==> src/rtl/core/dspm_pkg.sv <==
`default_nettype none
package dspm_pkg;

    localparam int DIM        = 4;
    localparam int PRIME      = 17;
    localparam int MAX_TERMS  = 16;
    localparam int PHI        = PRIME - 1;
    localparam int CELLS      = DIM * DIM * PHI;
    localparam int X_W        = $clog2(DIM);
    localparam int W_W        = $clog2(PHI);
    localparam int IDX_W      = $clog2(CELLS);
    localparam int T_W        = $clog2(MAX_TERMS);
    localparam int CNT_W      = 5;
    localparam int FIFO_DEPTH = 2;
    localparam int FP_W       = $clog2(FIFO_DEPTH);

    localparam logic [31:0] MOD_RESET = 32'd65537;
    localparam logic [31:0] MOD_MIN   = 32'd2;

    typedef enum logic [1:0] {
        OP_LOAD_DENSE = 2'd0,
        OP_LOAD_TERM  = 2'd1,
        OP_RUN        = 2'd2,
        OP_READ       = 2'd3
    } t_op;

    typedef struct packed {
        t_op         op;
        logic        rej;
        logic [7:0]  slot;
        logic [31:0] coef_real;
        logic [31:0] coef_imag;
        logic [1:0]  term_x;
        logic [1:0]  term_y;
        logic [3:0]  term_w;
        logic [63:0] term_re;
        logic [63:0] term_im;
        logic [4:0]  term_count;
    } t_item;

endpackage
`default_nettype wire

==> src/rtl/core/dspm_fifo.sv <==
`default_nettype none
module dspm_fifo import dspm_pkg::*; (
    input  wire logic  i_clk,
    input  wire logic  i_rst_n,
    input  wire logic  i_push,
    input  wire t_item i_item,
    output logic       o_full,
    input  wire logic  i_pop,
    output logic       o_valid,
    output t_item      o_item
);

    t_item             r_mem [FIFO_DEPTH];
    logic [FP_W-1:0]   r_wp;
    logic [FP_W-1:0]   r_rp;
    logic [FP_W:0]     r_cnt;

    always_ff @(posedge i_clk) begin
        if (!i_rst_n) begin
            r_wp  <= '0;
            r_rp  <= '0;
            r_cnt <= '0;
        end else begin
            if (i_push)
                r_wp <= r_wp + 1'b1;
            if (i_pop)
                r_rp <= r_rp + 1'b1;
            if (i_push && !i_pop)
                r_cnt <= r_cnt + 1'b1;
            else if (!i_push && i_pop)
                r_cnt <= r_cnt - 1'b1;
        end
    end

    always_ff @(posedge i_clk) begin
        if (i_push)
            r_mem[r_wp] <= i_item;
    end

    assign o_full  = r_cnt == (FP_W + 1)'(FIFO_DEPTH);
    assign o_valid = r_cnt != '0;
    assign o_item  = r_mem[r_rp];

endmodule
`default_nettype wire

==> config.mk <==
export PLATFORM = sky130hd
export DESIGN_NAME = dspm_fifo
export DESIGN_NICKNAME = d
export VERILOG_FILES = /design/src/rtl/core/dspm_pkg.sv /design/src/rtl/core/dspm_fifo.sv
export SDC_FILE = /design/constraint.sdc
export NUM_CORES = 1
export LEC_CHECK = 0
export BUFFER_PORTS_ARGS = -buffer_cell sky130_fd_sc_hd__buf_2
export CORE_ASPECT_RATIO = 0.7
export CORE_MARGIN = 4
export CORE_UTILIZATION = 30
export CTS_BUF_LIST = sky130_fd_sc_hd__clkbuf_4 sky130_fd_sc_hd__clkbuf_8
export DETAILED_ROUTE_END_ITERATION = 8
export HOLD_SLACK_MARGIN = 0.03
export SYNTH_ARGS = -nofsm -noshare
export SYNTH_HDL_FRONTEND = slang
export SYNTH_SLANG_ARGS = --single-unit
==> constraint.sdc <==
create_clock -name i_clk -period 16.8 [get_ports i_clk]
set_input_delay 1.68 -clock i_clk [delete_from_list [all_inputs] [get_ports i_clk]]
set_output_delay 1.68 -clock i_clk [all_outputs]
set_load 0.05 [all_outputs]
Word-level counts from Yosys, hierarchy flattened

Memory sizes are Yosys's and may differ from the RTL's. A register that Yosys moved wholly into a read port is not among the register bits.
Index checks and enable logic that the tools add are counted.

Add/sub/neg operators: 4
Mux-type cells: 6
Eq/ne operators: 1
Reduce and logical (&&, ||, !) cells: 6

Operator list:

| cell                                             | number |
|---|---|
| 2-to-1 mux 1 bit                                 | 4 |
| 2-to-1 mux 2 bit                                 | 2 |
| nonzero test 2 bit                               | 2 |
| adder 1 bit, second input constant               | 2 |
| adder 2 x 1 -> 2 bit, second input constant      | 1 |
| equality test 2 bit, second input constant       | 1 |
| logical AND 1 bit                                | 2 |
| logical NOT 1 bit                                | 2 |
| subtractor 2 x 1 -> 2 bit, second input constant | 1 |

Memories: 1
Register bits: 4
Output and inout port bits: 218
Logic and storage cells: 21
RAM bits: 432

Memory list:

| memory | words | bits a word | rd ports | clocked after memory_dff | write ports | RTL line        | source |
|---|---|---|---|---|---|---|---|
| r_mem  | 2     | 216         | 1        | 1                        | 1           | dspm_fifo.sv:13 | `t_item r_mem [FIFO_DEPTH];` |

Logic depth before layout (Yosys ltp)

Depth in word-level cells: 4
Gate-level depth with buffers: 5
Mapped depth without buffers: 5

Least setup slack after synthesis

OpenSTA, ideal clock, no wires.

Path kind: input to register
Start point: input port i_push
End point: register r_wp
Stages: 2
Arrival: 11.760 ns
Data required time: 16.698 ns
Setup time: 0.102 ns
Path slack: 4.937 ns
Path through: nor2b_1 -> o21a_1

RTL lines:

| item                 | RTL line        | source |
|---|---|---|
| start, declared      | dspm_fifo.sv:5  | `input wire logic i_push,` |
| end signal, assigned | dspm_fifo.sv:25 | `r_wp <= r_wp + 1'b1;` |
| end, declared        | dspm_fifo.sv:14 | `logic [FP_W-1:0] r_wp;` |

==> flow_summary_export.csv <==
group,metric,value,unit
outcome,status,"finished clean",
clocking,holdBufCountCts,0,
sta,slew_violations,0,
synthesis,syn_nets,915,
clocking,clock_latency,610,ps
drt,wl_met3,2960,µm
sta,min_period_over_period,0.287,
placed_design,hpwl,23600,µm
clocking,ctsResizeCount,0,
power_and_ir_drop,ir_drop,93.0,µV
cells_and_area,num-nets-final,1409,
critical_path,crit_fanout,57,
sta,max_clock_freq,0.207,GHz
drt,wl_met2,16300,µm
drt,antenna_left,0,
placed_design,placed_area,19300,µm²
power_and_ir_drop,p_int,1.88,mW
power_and_ir_drop,combPwrFrac,0.165,
sta,hold_violations,0,
synthesis,synth_top_area_share,0.792,
drt,drt-vias-per-instance,4.15,
floorplanning,placementRows,71,
cells_and_area,syn_to_final_growth,26.3,%
sta,finalSetupTns,0,ps
hold_path,holdPathStages,2,
clocking,clock_path_buffers,3,
sta,holdWs,506,ps
synthesis,syn_area_per_cell,23.6,µm²
synthesis,synth_area_leaders,"edfxtp_1 79%, mux2_4 13%, mux2_2 5.2%",
hold_path,hp-class,"flip-flop to flip-flop",
floorplanning,io-pin-count,438,
cells_and_area,drive_above_1_share,0.627,
clocking,cts-htree-levels,3,
critical_path,crit_chain,"buf_4, mux2_4, buf_2",
critical_path,arrival,3140,ps
drt,drtIter0Drc,379,
job,cap_violations,0,
global_route,grt_pass1_wl,51300,µm
drt,wirelength_met1,14500,µm
power_and_ir_drop,clock_power_share,0.340,
sta,fin_skew,28.6,ps
clocking,clk_pin_slew,60,ps
cells_and_area,final_cell_area,20700,µm²
power_and_ir_drop,p_sw_frac,0.274,
placed_design,numPortBuffers,437,
synthesis,syn_inst,694,
drt,drc,0,
drt,drtPass1Iterations,4,
clocking,cts_tree,"done",
global_route,overflow,0,
critical_path,cp_slowest_cell,"dfxtp_4",
drt,vias,8141,
sta,rsz0062_at_grt,"false",
power_and_ir_drop,powerDensity,125,nW/µm²
power_and_ir_drop,p_sw,0.710,mW
clocking,cts_buffers,70,
global_route,antenna_found_initial,5,
critical_path,path_class,"flip-flop to output port",
synthesis,synth_cell_types,17,
synthesis,yosysMostFrequentCell,"edfxtp_1",
sta,fin_crit,4820,ps
synthesis,ys_top_cells_by_count,"432 x edfxtp_1, 140 x mux2_4, 76 x mux2_2, 17 x buf_6, 7 x buf_2",
sta,finalSetupViolCount,0,
clocking,cts.sinks,437,
synthesis,netlist_area,16400,µm²
global_route,grt_max_degree,107,
critical_path,crit_family,"buffers and inverters",
critical_path,worstPathRequired,15120,ps
critical_path,slowest_delay,960,ps
sta,worst_slew_pin_slew,975,ps
drt,routed_wirelength,34600,µm
critical_path,path_buf_inv,2,
drt,routed.top_layer,"met5",
synthesis,ys.flop_type,"edfxtp_1",
clocking,cts_root_buf,"clkbuf_8",
synthesis,synth-async-reset-ratio,0,
critical_path,start_kind,"flip-flop",
floorplanning,initial_utilization,0.304,
clocking,cts_setup_buffers,0,
drt,wl_per_cell,17.6,µm
synthesis,yosys_warnings,0,
floorplanning,die_x,287,µm
global_route,grtUsageTotal,0.115,
floorplanning,core,53800,µm²
global_route,grt_pass1_vias,8700,
floorplanning,die_y,203,µm
critical_path,endpoint_kind,"output port",
sta,slew_headroom,0.350,
power_and_ir_drop,p_seq_frac,0.495,
power_and_ir_drop,leakagePower,7.96,nW
critical_path,worstRegToRegCells,3,
floorplanning,dieArea,58400,µm²
placed_design,place.gp.congestion,0.752,
critical_path,worst-path-stages,3,
synthesis,ys_ff_latch,437,
synthesis,yosysSeqAreaShare,0.798,
synthesis,synth_top_area_cell,"edfxtp_1",
synthesis,synth_edf_count,432,
[placed cells by master, fill, tap and decap left out, drive strengths merged]
cell type,count
or2,1
nor2b,3
a21boi,1
clkinvlp,3
o21a,1
and2,4
bufinv,3
or3,1
edfxtp,432
inv,3
clkbuf,92
o21ai,1
dfxtp,5
ha,1
mux2,216
xnor2,1
clkinv,17
buf,446
xor2,2
diode,1
[metrics by stage]
step / setup slack [ps] / power (mW) / utilization / std cells
after floorplan: 4940 / 1.65 / - / 694
after global placement: 12370 / 1.73 / 0.359 / 1846
after detailed placement: 12360 / 1.74 / 0.359 / 1846
after CTS: 11860 / 2.64 / 0.384 / 1963
after global routing: 11750 / 2.71 / 0.384 / 1964
final: 11980 / 2.59 / 0.384 / 1964
[flip-flops by register name, indices dropped and copies added (netlist names), named ones only]
| signal | count |
|---|---|
| r_mem | 432 |
| r_cnt | 2 |
| r_rp | 1 |
| r_wp | 1 |
[worst reg2reg max path: cells and delay by family, from the launching register on]
kind                   cells  cell delay (ps)
and+or+nand+nor            1              450
DFF                        1              390
buffers and inverters      2             1660
[per-layer routing]
layer / vias up / global-route usage
li1: 3755 / -
met1: 3982 / 0.142
met2: 314 / 0.182
met3: 82 / 0.0497
met4: 8 / 0.0402
met5: - / 0
[logic make-up (layout without fill, tap and decap cells)]
| kind of cell | after synthesis | in the layout | share of synthesized area |
|---|---|---|---|
| other cells | 0 | 1 | 0 |
| simple gates | 9 | 9 | 0.00344 |
| buf+inv | 25 | 564 | 0.0141 |
| fa+ha+maj | 1 | 1 | 0.000764 |
| flops | 437 | 437 | 0.798 |
| mux | 216 | 216 | 0.181 |
| xor+xnor | 3 | 3 | 0.00160 |
| compound gates | 3 | 3 | 0.00122 |
[power by group through the flow]
stage	clock network, mW	registers, mW	logic, mW
2_1_floorplan	0	1.31	0.338
3_3_place_gp	0	1.30	0.430
3_5_place_dp	0	1.31	0.433
4_1_cts	0.922	1.28	0.434
5_1_grt	0.976	1.29	0.447
6_report	0.883	1.28	0.428
[final timing paths]
kind | start | endpoint | slack [ps]
setup / recovery | flip-flop | o_item[116] | 11980
hold / removal | r_cnt[1] | r_cnt[1] | 510
setup reg to reg | r_wp | r_mem[1][149] | 13830
hold reg to reg | r_cnt[1] | r_cnt[1] | 510
[area by class of cell]
class                      instances  area (µm²)
timing repair buffer             446        2270
multi-input combinational        232        3080
sequential                       437       13100
fill                            5049       33100
clock buffer                      92        1130
clock inverter                    25         206
tap                              730         913
inverter                           1        3.75
antenna                            1        2.50
Power figures use the tool's default switching activity.
