`src/rtl/core/dspm_pkg.sv`:
```
`default_nettype none
package dspm_pkg;

    localparam int DIM        = 4;
    localparam int PRIME      = 17;
    localparam int MAX_TERMS  = 16;
    localparam int PHI        = PRIME - 1;
    localparam int CELLS      = DIM * DIM * PHI;
    localparam int X_W        = $clog2(DIM);
    localparam int W_W        = $clog2(PHI);
    localparam int IDX_W      = $clog2(CELLS);
    localparam int T_W        = $clog2(MAX_TERMS);
    localparam int CNT_W      = 5;
    localparam int FIFO_DEPTH = 2;
    localparam int FP_W       = $clog2(FIFO_DEPTH);

    localparam logic [31:0] MOD_RESET = 32'd65537;
    localparam logic [31:0] MOD_MIN   = 32'd2;

    typedef enum logic [1:0] {
        OP_LOAD_DENSE = 2'd0,
        OP_LOAD_TERM  = 2'd1,
        OP_RUN        = 2'd2,
        OP_READ       = 2'd3
    } t_op;

    typedef struct packed {
        t_op         op;
        logic        rej;
        logic [7:0]  slot;
        logic [31:0] coef_real;
        logic [31:0] coef_imag;
        logic [1:0]  term_x;
        logic [1:0]  term_y;
        logic [3:0]  term_w;
        logic [63:0] term_re;
        logic [63:0] term_im;
        logic [4:0]  term_count;
    } t_item;

endpackage
`default_nettype wire

```
`src/rtl/core/dspm_front.sv`:
```
`default_nettype none
module dspm_front import dspm_pkg::*; (
    input  wire logic         i_s_tvalid,
    output logic              o_s_tready,
    input  wire logic [215:0] i_s_tdata,
    input  wire logic [1:0]   i_s_tuser,
    input  wire logic [31:0]  i_modulus,
    input  wire logic         i_fifo_full,
    output logic              o_push,
    output t_item             o_item
);

    t_item item;

    always_comb begin
        item.op         = t_op'(i_s_tuser);
        item.slot       = i_s_tdata[7:0];
        item.coef_real  = i_s_tdata[39:8];
        item.coef_imag  = i_s_tdata[71:40];
        item.term_x     = i_s_tdata[73:72];
        item.term_y     = i_s_tdata[75:74];
        item.term_w     = i_s_tdata[79:76];
        item.term_re    = i_s_tdata[143:80];
        item.term_im    = i_s_tdata[207:144];
        item.term_count = i_s_tdata[212:208];
        // range checks done here so the back end only sees a reject flag
        unique case (item.op)
            OP_LOAD_DENSE: item.rej = (32'(item.slot) >= 32'(CELLS))
                                   || (item.coef_real >= i_modulus)
                                   || (item.coef_imag >= i_modulus);
            OP_LOAD_TERM:  item.rej = (32'(item.slot) >= 32'(MAX_TERMS))
                                   || (32'(item.term_x) >= 32'(DIM))
                                   || (32'(item.term_y) >= 32'(DIM))
                                   || (32'(item.term_w) >= 32'(PHI));
            OP_RUN:        item.rej = 32'(item.term_count) > 32'(MAX_TERMS);
            OP_READ:       item.rej = 32'(item.slot) >= 32'(CELLS);
            default:       item.rej = 1'b1;
        endcase
    end

    assign o_s_tready = !i_fifo_full;
    assign o_push     = i_s_tvalid && !i_fifo_full;
    assign o_item     = item;

endmodule
`default_nettype wire

```
`config.mk`:
```
export PLATFORM = sky130hd
export DESIGN_NAME = dspm_front
export DESIGN_NICKNAME = d
export VERILOG_FILES = /design/src/rtl/core/dspm_pkg.sv /design/src/rtl/core/dspm_front.sv
export SDC_FILE = /design/constraint.sdc
export NUM_CORES = 1
export LEC_CHECK = 0
export BUFFER_PORTS_ARGS = -buffer_cell sky130_fd_sc_hd__buf_2
export CAP_MARGIN = 20
export CORE_AREA = 2 2 185 187
export DETAILED_ROUTE_END_ITERATION = 8
export DIE_AREA = 0 0 187 189
export GPL_TIMING_DRIVEN = 0
export SYNTH_ARGS = -nofsm -noshare
export SYNTH_HDL_FRONTEND = slang
export SYNTH_SLANG_ARGS = --single-unit
```
`constraint.sdc`:
```
create_clock -name vclk -period 4.2
set_clock_uncertainty 0.05 [all_clocks]
set_input_delay 0.63 -clock vclk [all_inputs]
set_output_delay 0.63 -clock vclk [all_outputs]
set_load 0.02 [all_outputs]
```
== After elaboration in Yosys (flattened, before gate mapping) ==
Cells that the tools add are included.
Word-level totals
  bits in registers: 0
  output and inout bits: 218
  word-level logic and storage cells: 12
Operators by class
  $lt $le $gt $ge: 4
  equality and inequality tests: 3
  multiplexer cells: 1
  reduce and logical (&&, ||, !) cells: 4
Operators by type and width (number)
  $ge A32 B32 Y1: 2
  $ge A8 B5 Y1 const B: 1
  $gt A5 B5 Y1 const B: 1
  $eq A2 B2 Y1 const B: 2
  $pmux W1 S4: 1
  $eq A2 B1 Y1 const B: 1
  $logic_not A2 Y1: 1
  $logic_and A1 B1 Y1: 1
  $logic_not A1 Y1: 1
  $logic_or A1 B1 Y1: 1

== Longest topological paths before layout ==
Gate-level depths: netlist of run 1.
  depth after elaboration: 3
  mapped depth: 8
  depth with buffers taken out: 8

== Worst setup path after synthesis of run 1 ==
Ideal clock, no wire load.
  path kind: input to output
  from: input i_modulus[29]
  to: output o_item[213] in the netlist's numbering
  arrival: 2231 ps
  data required time: 3520 ps
  setup slack: 1289 ps
  stages: 7
  buffers on the path: 0
  path through: inv_1 ha_1 nand4_1 or2_2 or4_1 a21oi_1 o31a_1
RTL lines
  from (decl): line dspm_front.sv:7  | input wire logic [31:0] i_modulus,
  to (decl): line dspm_front.sv:10  | output t_item o_item

==> summary by stage, run 1 <==
Cells and area
The repair_antennas step left the layout with diodes totalling 0. The area overhead of the layout relative to synthesis is 70.1%. Registers take 0 sq um.

The final layout contains 1062 nets. In the final layout, the share of cells above drive strength 1 is 73.1%. The finished layout holds 1192 standard cells, fillers aside.

The number of sequential cells in the layout is 0. The number of clock buffer instances in the layout is 0.

STA
The transition time at the pin with the least slew margin is 741 ps. The sum of negative setup slack is 0 ps. Setup violations remaining at the end of the flow were counted as 0. The max-slew violation count is 0.

The worst path in the final design needs a cycle of 3640 ps, including I/O delays and setup. The number of hold-slack violations in the final timing report is 0. Dividing the final minimum period by the clock period gives 86.7%.

Measured against its own limit, the worst slew margin works out to 49.3%. The worst hold margin is 1430 ps. The timing-limited maximum frequency is 0.275 GHz. Setup repair after global routing left no endpoint under its margin.

Power
The worst-case vdd ir drop is 0.0357 mV. For this design the ratio of total power to cell area is 114 nW/um^2. The analysis attributes to cell leakage a power of 0.00317 uW.

Die
Once the floorplan was initialized, standard cells occupied 9.42% of the core. The placeable core area is 33300 sq um. The total die area is 35300 sq um. The floorplan step set the die width to 187 um.

The vertical die dimension is 189 um. The number of cell rows is 67. For this design the top-level I/O count stands at 470.

Critical path
The data required time at the worst endpoint is 3520 ps. The largest single stage delay on the critical path is 700 ps. The type of origin of the critical path is a primary input. The critical path is of the in -> out type. The cell at the slowest stage of the critical path is a2111oi_0. For the worst setup path, the data arrival time is 2960 ps. STA classifies the critical path endpoint as a primary output.

In this run the worst path has a maximum fanout of 2. The family with the most delay on the worst path is compound AO/OA/AOI/OAI gates. The critical path goes through buf_2 > inv_1 > ha_1 > nand2b_1 > a2111oi_0 > nor4_1 > o211ai_1 > a21oi_1 > o31a_1 > buf_2. The buffers plus inverters on the worst setup path is 3. By instance count, the cell type seen most on the critical path is buf_2.

Routing
The count of vias placed by the detailed router is 3692. The residual antenna-violating net count after detailed routing is 0. Before antenna repair, the detailed router went through 4 iterations.

The number of remaining DRC errors is 0. Wires add up to 13700 um. The first routing iteration left 60 violations.

The via density per instance is 3.10. After detailed routing, the average wire length per cell comes to 11.5 um.

Logic synthesis
The cell area after technology mapping is 3130 sq um. For this run, the number of Yosys warnings is 0. The share of Yosys cell area claimed by the top area cell type is 51.5%.

The count of mapped cells out of synthesis is 417. After synthesis, the most frequently instantiated cells are buf_4 (215), ha_1 (64), inv_1 (36). In the post-synthesis netlist, the biggest area contributors are buf_4 (51%), ha_1 (26%), a21oi_1 (4.3%), inv_1 (4.3%), nand4_1 (2.0%). Synthesis produced a netlist with a net count of 733. The sequential fraction of the synthesis area is 0%.

The leading cell type by number of instances after synthesis is buf_4. The count of distinct cell types in the synthesized netlist is 28. The biggest area contributor in the post-synthesis netlist is buf_4.

The synthesized area divided by synthesized cell count is 7.52 sq um.

GRT
Summed over all layers, the global routing overflow is 0. For this run, the total global-route usage over all layers was measured as 6.84%. The first-pass GRT wire length is 18800 um.

The number of antenna violations at the first check in global routing is 2. The number of global-route vias before repair is 3416. Entering global routing, the biggest net connects 6 pins.

Place
Input and output buffers added on the ports amount to 327. The congestion estimate from routability-driven global placement came to 0.842. The number of instances in the placed design is 1192. The post-DP HPWL is 13300 um.

Min path
The tightest min-delay check is of the in -> out type.

Job
Max-cap violations in this run came to 0.

Clock tree
The number of setup buffers added after CTS is 0. The number of buffers added to fix hold violations after cts is 0. The post-cts resize count is 0.

Status
The flow ran to the end, and the final reports show no timing, DRC or antenna violations.
area by class of cell:
type	instances	area, sq um
fill	3795	27900
inverter	36	135
multi-input combinational	166	1390
tap	448	561
timing repair buffer	327	1640
buffer	215	1610
stage by stage:
| stage | setup WS (ps) | instance area (sq um) | utilization, % | power, uW |
|---|---|---|---|---|
| after global placement | 414 | 5330 | 16.0 | 610 |
| after CTS | 394 | 5330 | 16.0 | 619 |
| final | 558 | 5330 | 16.0 | 609 |
| after global routing | 312 | 5330 | 16.0 | 663 |
| after floorplan | 1290 | 3130 | - | 401 |
| after detailed placement | 403 | 5330 | 16.0 | 616 |
path summary, 6_finish.rpt:
| path | startpoint | endpoint | cells after the start |
|---|---|---|---|
| max | i_s_tdata[8] | o_item[213] | 10 |
| min | i_s_tdata[172] | o_item[33] | 2 |
kinds of logic (layout without fill, tap and decap cells):
family,Yosys count,count (layout),share of synthesized area (%)
buffers and inverters,251,578,55.8
AND/OR/NAND/NOR,50,50,8.18
adder cells (fa/ha/maj),64,64,25.5
AO/OA/AOI/OAI,52,52,10.5
where the power goes:
| group | leakage (uW) | internal (uW) | switching [uW] | total, uW |
|---|---|---|---|---|
| clock | 0 | 0 | 0 | 0 |
| combinational | 0.00317 | 289 | 320 | 609 |
| sequential | 0 | 0 | 0 | 0 |
cells in the final DEF (no fill, tap or decap), types with 2 or more instances in the layout:
master / n
a2111oi_0: 2
a21o_1: 3
a21oi_1: 27
a221oi_1: 2
buf_2: 327
buf_4: 215
ha_1: 64
inv_1: 36
nand2_1: 15
nand2b_1: 2
nand3_1: 5
nand4_1: 10
nor2_1: 7
nor2b_1: 2
nor4_1: 3
o21ai_0: 9
or4_1: 3
per-layer routing:
layer / GRT usage (%) / share of wire, % / vias to the layer above
li1: - / - / 1840
met1: 8.30 / 40 / 1612
met2: 13.4 / 52 / 228
met3: 0.816 / 7.6 / 8
met4: 0.427 / 0.57 / 4
met5: 0 / 0.15 / -
Power figures use the tool's default switching activity.
==> inputs of run 2 (changes only) <==
--- a/config.mk
+++ b/config.mk
@@ -10,7 +10,9 @@
 export CORE_AREA = 2 2 185 187
 export DETAILED_ROUTE_END_ITERATION = 8
 export DIE_AREA = 0 0 187 189
+export GPL_ROUTABILITY_DRIVEN = 0
 export GPL_TIMING_DRIVEN = 0
+export RECOVER_POWER = 25
 export SYNTH_ARGS = -nofsm -noshare
 export SYNTH_HDL_FRONTEND = slang
 export SYNTH_SLANG_ARGS = --single-unit
==> summary by stage, run 2 (same netlist as run 1, synthesis figures left out) <==
Status
Outcome: completed (unchanged).

GRT
The met1 track utilization from global routing is 8.30% (unchanged). The total global-route track usage is 6.84% (unchanged). The global-route track usage on met2 came to 13.4% (unchanged). The met3 routing resource usage after global routing was 0.816% (unchanged). The number of antenna violations at the first check in global routing is 2 (unchanged). The number of global-route vias before repair is 3416 (unchanged). The sum of overflow across all layers after global routing was 0 (unchanged). The pin count of the biggest net entering global routing is 6 (unchanged). The first-pass GRT wire length is 18800 um (unchanged). The layer carrying the most global-route usage was met2 (unchanged).

Critical path
The cell at the slowest stage of the critical path is a2111oi_0 (unchanged). The worst setup path category is in -> out (unchanged). The kind of capture point of the worst setup path is a primary output (unchanged).

The data required time at the worst endpoint was 3520 ps (about the same). The data arrival time of the critical path is 2960 ps (about the same). The most prevalent standard cell on the critical path is buf_2 (unchanged). CP Cell Sequence: buf_2 > inv_1 > ha_1 > nand2b_1 > a2111oi_0 > nor4_1 > o211ai_1 > a21oi_1 > o31a_1 > buf_2 (unchanged).

The type of origin of the critical path is a primary input (unchanged). The maximum fanout along the worst path was 2 (unchanged). The maximum single-stage delay on the critical path is 700 ps (about the same). The launch point of the critical path is i_s_tdata[8] (unchanged).

STA
The sum of negative setup slack is 0 ps (unchanged). The transition time at the pin with the least slew margin is 741 ps (unchanged). The number of setup violations in the final report is 0 (unchanged).

RSZ-0062 raised after global routing: no (unchanged). The number of hold-slack violations in the final timing report came to 0 (unchanged). The final clock period utilization by the worst path is 86.7% (about the same). The relative max-transition margin came to 49.3% (unchanged).

The max-slew violation count is 0 (unchanged). The minimum period implied by the final worst setup slack came to 3640 ps (about the same). The timing-limited maximum frequency is 0.275 GHz (unchanged). The worst hold margin came to 1430 ps (unchanged).

Place
The number of port buffers is 327 (unchanged). The number of instances in the placed design is 1192 (unchanged). The post-DP HPWL is 13300 um (unchanged).

Cells and area
The count of non-filler cells in the finished layout is 1192 (unchanged). The area taken by flip-flops and latches came to 0 sq um (unchanged). The number of clock buffer instances in the layout is 0 (unchanged). Commonest cells after routing, fill and taps aside: buf_2 (273), buf_4 (215), ha_1 (64) (was buf_2 (327), buf_4 (215), ha_1 (64)). The final core utilization is 15.8% (was 16.0%). The area used by multi-input combinational logic is 1390 sq um (unchanged). The number of inserted diodes was 0 (unchanged). The share of post-route cells with drive strength above 1 was 65.9% (was 73.1%). The final net count was 1062 (unchanged).

The commonest non-fill, non-tap cell in the layout was buf_2 (unchanged). The area overhead of the layout relative to synthesis came to 67.9% (was 70.1%). The number of sequential cells in the layout is 0 (unchanged). The number of fill cells came to 3827 (was 3795).

Routing
The average wire per standard cell was 11.5 um (about the same). The via density per instance is 3.09 (was 3.10). The number of search-and-repair iterations in the first detailed-routing pass is 4 (unchanged). The residual antenna-violating net count after detailed routing is 0 (unchanged). The number of remaining DRC errors is 0 (unchanged).

The routed wire length was 13700 um (about the same). The detailed router's first-iteration violation count is 61 (was 60). The count of vias placed by the detailed router is 3688 (was 3692).

Die
The starting density of the core was 9.42% (unchanged). The number of top-level pins was 470 (unchanged). The placeable core area is 33300 sq um (unchanged). The vertical die dimension came to 189 um (unchanged). The total die area is 35300 sq um (unchanged). The chip width was 187 um (unchanged). The number of cell rows is 67 (unchanged).

Clock tree
The number of buffers added to fix hold violations after cts is 0 (unchanged). The setup fix buffers added after clock tree synthesis came to 0 (unchanged). The post-cts resize count came to 0 (unchanged).

Min path
The endpoint of the worst hold path is o_item[33] (unchanged). The path type of the worst min-delay path is in -> out (unchanged). The instance count along the most critical hold path is 2 (unchanged). The worst hold path startpoint is i_s_tdata[172] (unchanged).

Job
The max-capacitance violation count is 0 (unchanged).

Power
The power per cell area is 114 nW/um^2 (about the same). The reported leakage power is 0.00302 uW (was 0.00317 uW). The worst-case vdd ir drop was 0.0354 mV (was 0.0357 mV).
==> run 2: cell count changes in the layout (fill, tap and decap cells not counted) <==
cell	change
clkbuf_1	+54
buf_2	-54
==> run 2: power breakdown <==
| group | switching (uW) | internal, uW |
|---|---|---|
| sequential | 0 | 0 |
| combinational | 321 | 281 |
| clock | 0 | 0 |
| total | 321 | 281 |
==> run 2: cell type report <==
cell class,count,share of cell area (%)
timing repair buffer,327,29.8
inverter,36,2.57
tap,448,10.6
buffer,215,30.7
multi-input combinational,166,26.3
==> run 2: through the flow <==
stage          worst slack (ps)  power [uW]  cell area (sq um)
3_5_place_dp                403         616               5330
2_1_floorplan              1290         401               3130
3_3_place_gp                414         610               5330
5_1_grt                     312         656               5260
6_report                    558         602               5260
4_1_cts                     394         619               5330
==> run 2: how the worst max path moves through the flow <==
stage,endpoint,slack [ps],cells past startpoint
after floorplan,o_item[213],1290,7
after global placement,o_item[213],410,10
after detailed placement,o_item[213],400,10
after CTS,o_item[213],390,10
after global routing,o_item[213],310,10
final,o_item[213],560,10
==> run 2: layer usage <==
layer	routed length (um)	part of all wire (%)	vias up
li1	-	-	1840
met1	5450	40	1610
met2	7140	52	226
met3	1030	7.5	8
met4	78	0.57	4
met5	21	0.15	-
==> run 2: critical path: cells and delay by family <==
| family | cells | cell delay (ps) |
|---|---|---|
| buffers and inverters | 3 | 310 |
| and+or+nand+nor | 2 | 310 |
| AOI/OAI and AO/OA | 4 | 1440 |
| adders and majority gates | 1 | 270 |
==> inputs of run 3 (changes only) <==
--- a/config.mk
+++ b/config.mk
@@ -13,6 +13,7 @@
 export GPL_ROUTABILITY_DRIVEN = 0
 export GPL_TIMING_DRIVEN = 0
 export RECOVER_POWER = 25
+export REMOVE_ABC_BUFFERS = 1
 export SYNTH_ARGS = -nofsm -noshare
 export SYNTH_HDL_FRONTEND = slang
 export SYNTH_SLANG_ARGS = --single-unit
==> summary by stage, run 3 (same netlist as run 1, synthesis figures left out) <==
Cells and area
The area overhead of the layout relative to synthesis is -3.75% (was 67.9%). Commonest cells after routing, fill and taps aside: buf_2 (187), ha_1 (64), inv_1 (36) (was buf_2 (273), buf_4 (215), ha_1 (64)). The final net count is 707 (was 1062).

The share of post-route cells with drive strength above 1 was 48.6% (was 65.9%). The number of fill cells is 3935 (was 3827). The number of inserted diodes is 0 (unchanged). The number of clock buffer instances in the layout is 0 (unchanged).

The number of sequential cells in the layout is 0 (unchanged). The commonest non-fill, non-tap cell in the layout is buf_2 (unchanged). The area taken by flip-flops and latches is 0 sq um (unchanged).

Routing
The routed wire length is 40200 um (was 13700 um). The average wire per standard cell is 48.1 um (was 11.5 um). The count of vias placed by the detailed router is 2721 (was 3688). The via density per instance is 3.25 (was 3.09). The residual antenna-violating net count after detailed routing is 0 (unchanged). The number of remaining DRC errors was 0 (unchanged). The top routing layer in use is met5 (unchanged). The amount of wire on met3 after detailed routing is 11500 um (was 1030 um). The amount of wire on met2 after detailed routing is 21100 um (was 7140 um).

The detailed router's first-iteration violation count was 93 (was 61). The number of search-and-repair iterations in the first detailed-routing pass is 5 (was 4). The detailed-route wire length on metal 1 is 6440 um (was 5450 um).

STA
The number of setup violations in the final report was 0 (unchanged). The number of hold-slack violations in the final timing report came to 0 (unchanged). The transition time at the pin with the least slew margin is 1070 ps (was 741 ps). The worst hold margin was 1210 ps (was 1430 ps). The minimum period implied by the final worst setup slack was 3830 ps (was 3640 ps). The relative max-transition margin came to 26.9% (was 49.3%). The final clock period utilization by the worst path is 91.2% (was 86.7%).

The sum of negative setup slack is 0 ps (unchanged). RSZ-0062 raised after global routing: no (unchanged). The timing-limited maximum frequency is 0.261 GHz (was 0.275 GHz). The max-slew violation count is 0 (unchanged).

Clock tree
The number of buffers added to fix hold violations after cts came to 0 (unchanged). The post-cts resize count is 0 (unchanged). The setup fix buffers added after clock tree synthesis is 0 (unchanged).

GRT
The number of antenna violations at the first check in global routing is 3 (was 2). The total global-route track usage is 21.9% (was 6.84%). The first-pass GRT wire length is 45400 um (was 18800 um). The sum of overflow across all layers after global routing is 0 (unchanged). The number of global-route vias before repair is 2590 (was 3416).

The pin count of the biggest net entering global routing came to 6 (unchanged).

Min path
The path type of the worst min-delay path is in -> out (unchanged). The worst hold path startpoint is i_s_tdata[125] (was i_s_tdata[172]). The instance count along the most critical hold path is 0 (was 2).

The endpoint of the worst hold path is o_item[114] (was o_item[33]).

Power
The reported leakage power is 0.00158 uW (was 0.00302 uW). The worst-case vdd ir drop is 0.0288 mV (was 0.0354 mV). The power per cell area is 104 nW/um^2 (was 114 nW/um^2).

Die
The total die area is 35300 sq um (unchanged). The number of top-level pins is 470 (unchanged). The vertical die dimension is 189 um (unchanged). The starting density of the core came to 9.42% (unchanged). The number of cell rows is 67 (unchanged). The placeable core area is 33300 sq um (unchanged). The chip width came to 187 um (unchanged).

Critical path
The worst setup path category is in -> out (unchanged). The kind of capture point of the worst setup path is a primary output (unchanged). The data arrival time of the critical path is 3150 ps (was 2960 ps). The data required time at the worst endpoint is 3520 ps (about the same). The type of origin of the critical path is a primary input (unchanged). The maximum fanout along the worst path is 2 (unchanged).

Place
The post-DP HPWL came to 39500 um (was 13300 um). The number of port buffers came to 187 (was 327).

Job
The max-capacitance violation count is 0 (unchanged).

Status
Outcome: completed (unchanged).
[run 3: cell type report]
cell class                      count  area [sq um]  share of cell area (%)
Inverter                           36           135                    4.48
Multi-Input combinational cell    166          1390                    45.9
Tap cell                          448           561                    18.6
Timing Repair Buffer              187           936                    31.0
[run 3: where the power goes]
part           leakage [uW]  total (uW)  internal, uW  switching (uW)
Clock                     0           0             0               0
Combinational       0.00158         312           120             193
Sequential                0           0             0               0
Total               0.00158         312           120             193
[run 3: how the worst max path moves through the flow]
| stage | startpoint | to | slack [ps] | cells after the start |
|---|---|---|---|---|
| 4_1_cts | i_s_tdata[8] | o_item[213] | 450 | 10 |
| 2_1_floorplan | i_modulus[29] | o_item[213] | 1290 | 7 |
| 3_3_place_gp | i_s_tdata[8] | o_item[213] | 440 | 10 |
| 3_5_place_dp | i_s_tdata[8] | o_item[213] | 480 | 10 |
| 5_1_grt | i_s_tdata[8] | o_item[213] | 270 | 10 |
| 6_report | i_s_tdata[8] | o_item[213] | 370 | 10 |
[run 3: metal layers]
layer	track usage, %	up-vias
met5	4.95	-
met4	2.20	8
met3	29.6	20
met2	42.7	459
met1	9.65	1110
li1	-	1124
[run 3: critical path: stages]
cell	delay [ps]
buf_2	90
inv_1	40
ha_1	270
nand2b_1	160
a2111oi_0	950
nor4_1	160
o211ai_1	250
a21oi_1	90
o31a_1	320
buf_2	190
[run 3: per-stage QoR]
| stage | cells | instance area, sq um | power, uW | utilization [%] | setup slack [ps] |
|---|---|---|---|---|---|
| final | 837 | 3020 | 312 | 9.06 | 370 |
| after global routing | 837 | 3020 | 348 | 9.06 | 275 |
| after CTS | 837 | 3020 | 316 | 9.06 | 453 |
| after detailed placement | 837 | 3020 | 314 | 9.06 | 480 |
| after global placement | 837 | 3020 | 308 | 9.06 | 443 |
| after floorplan | 202 | 1520 | 102 | - | 1290 |
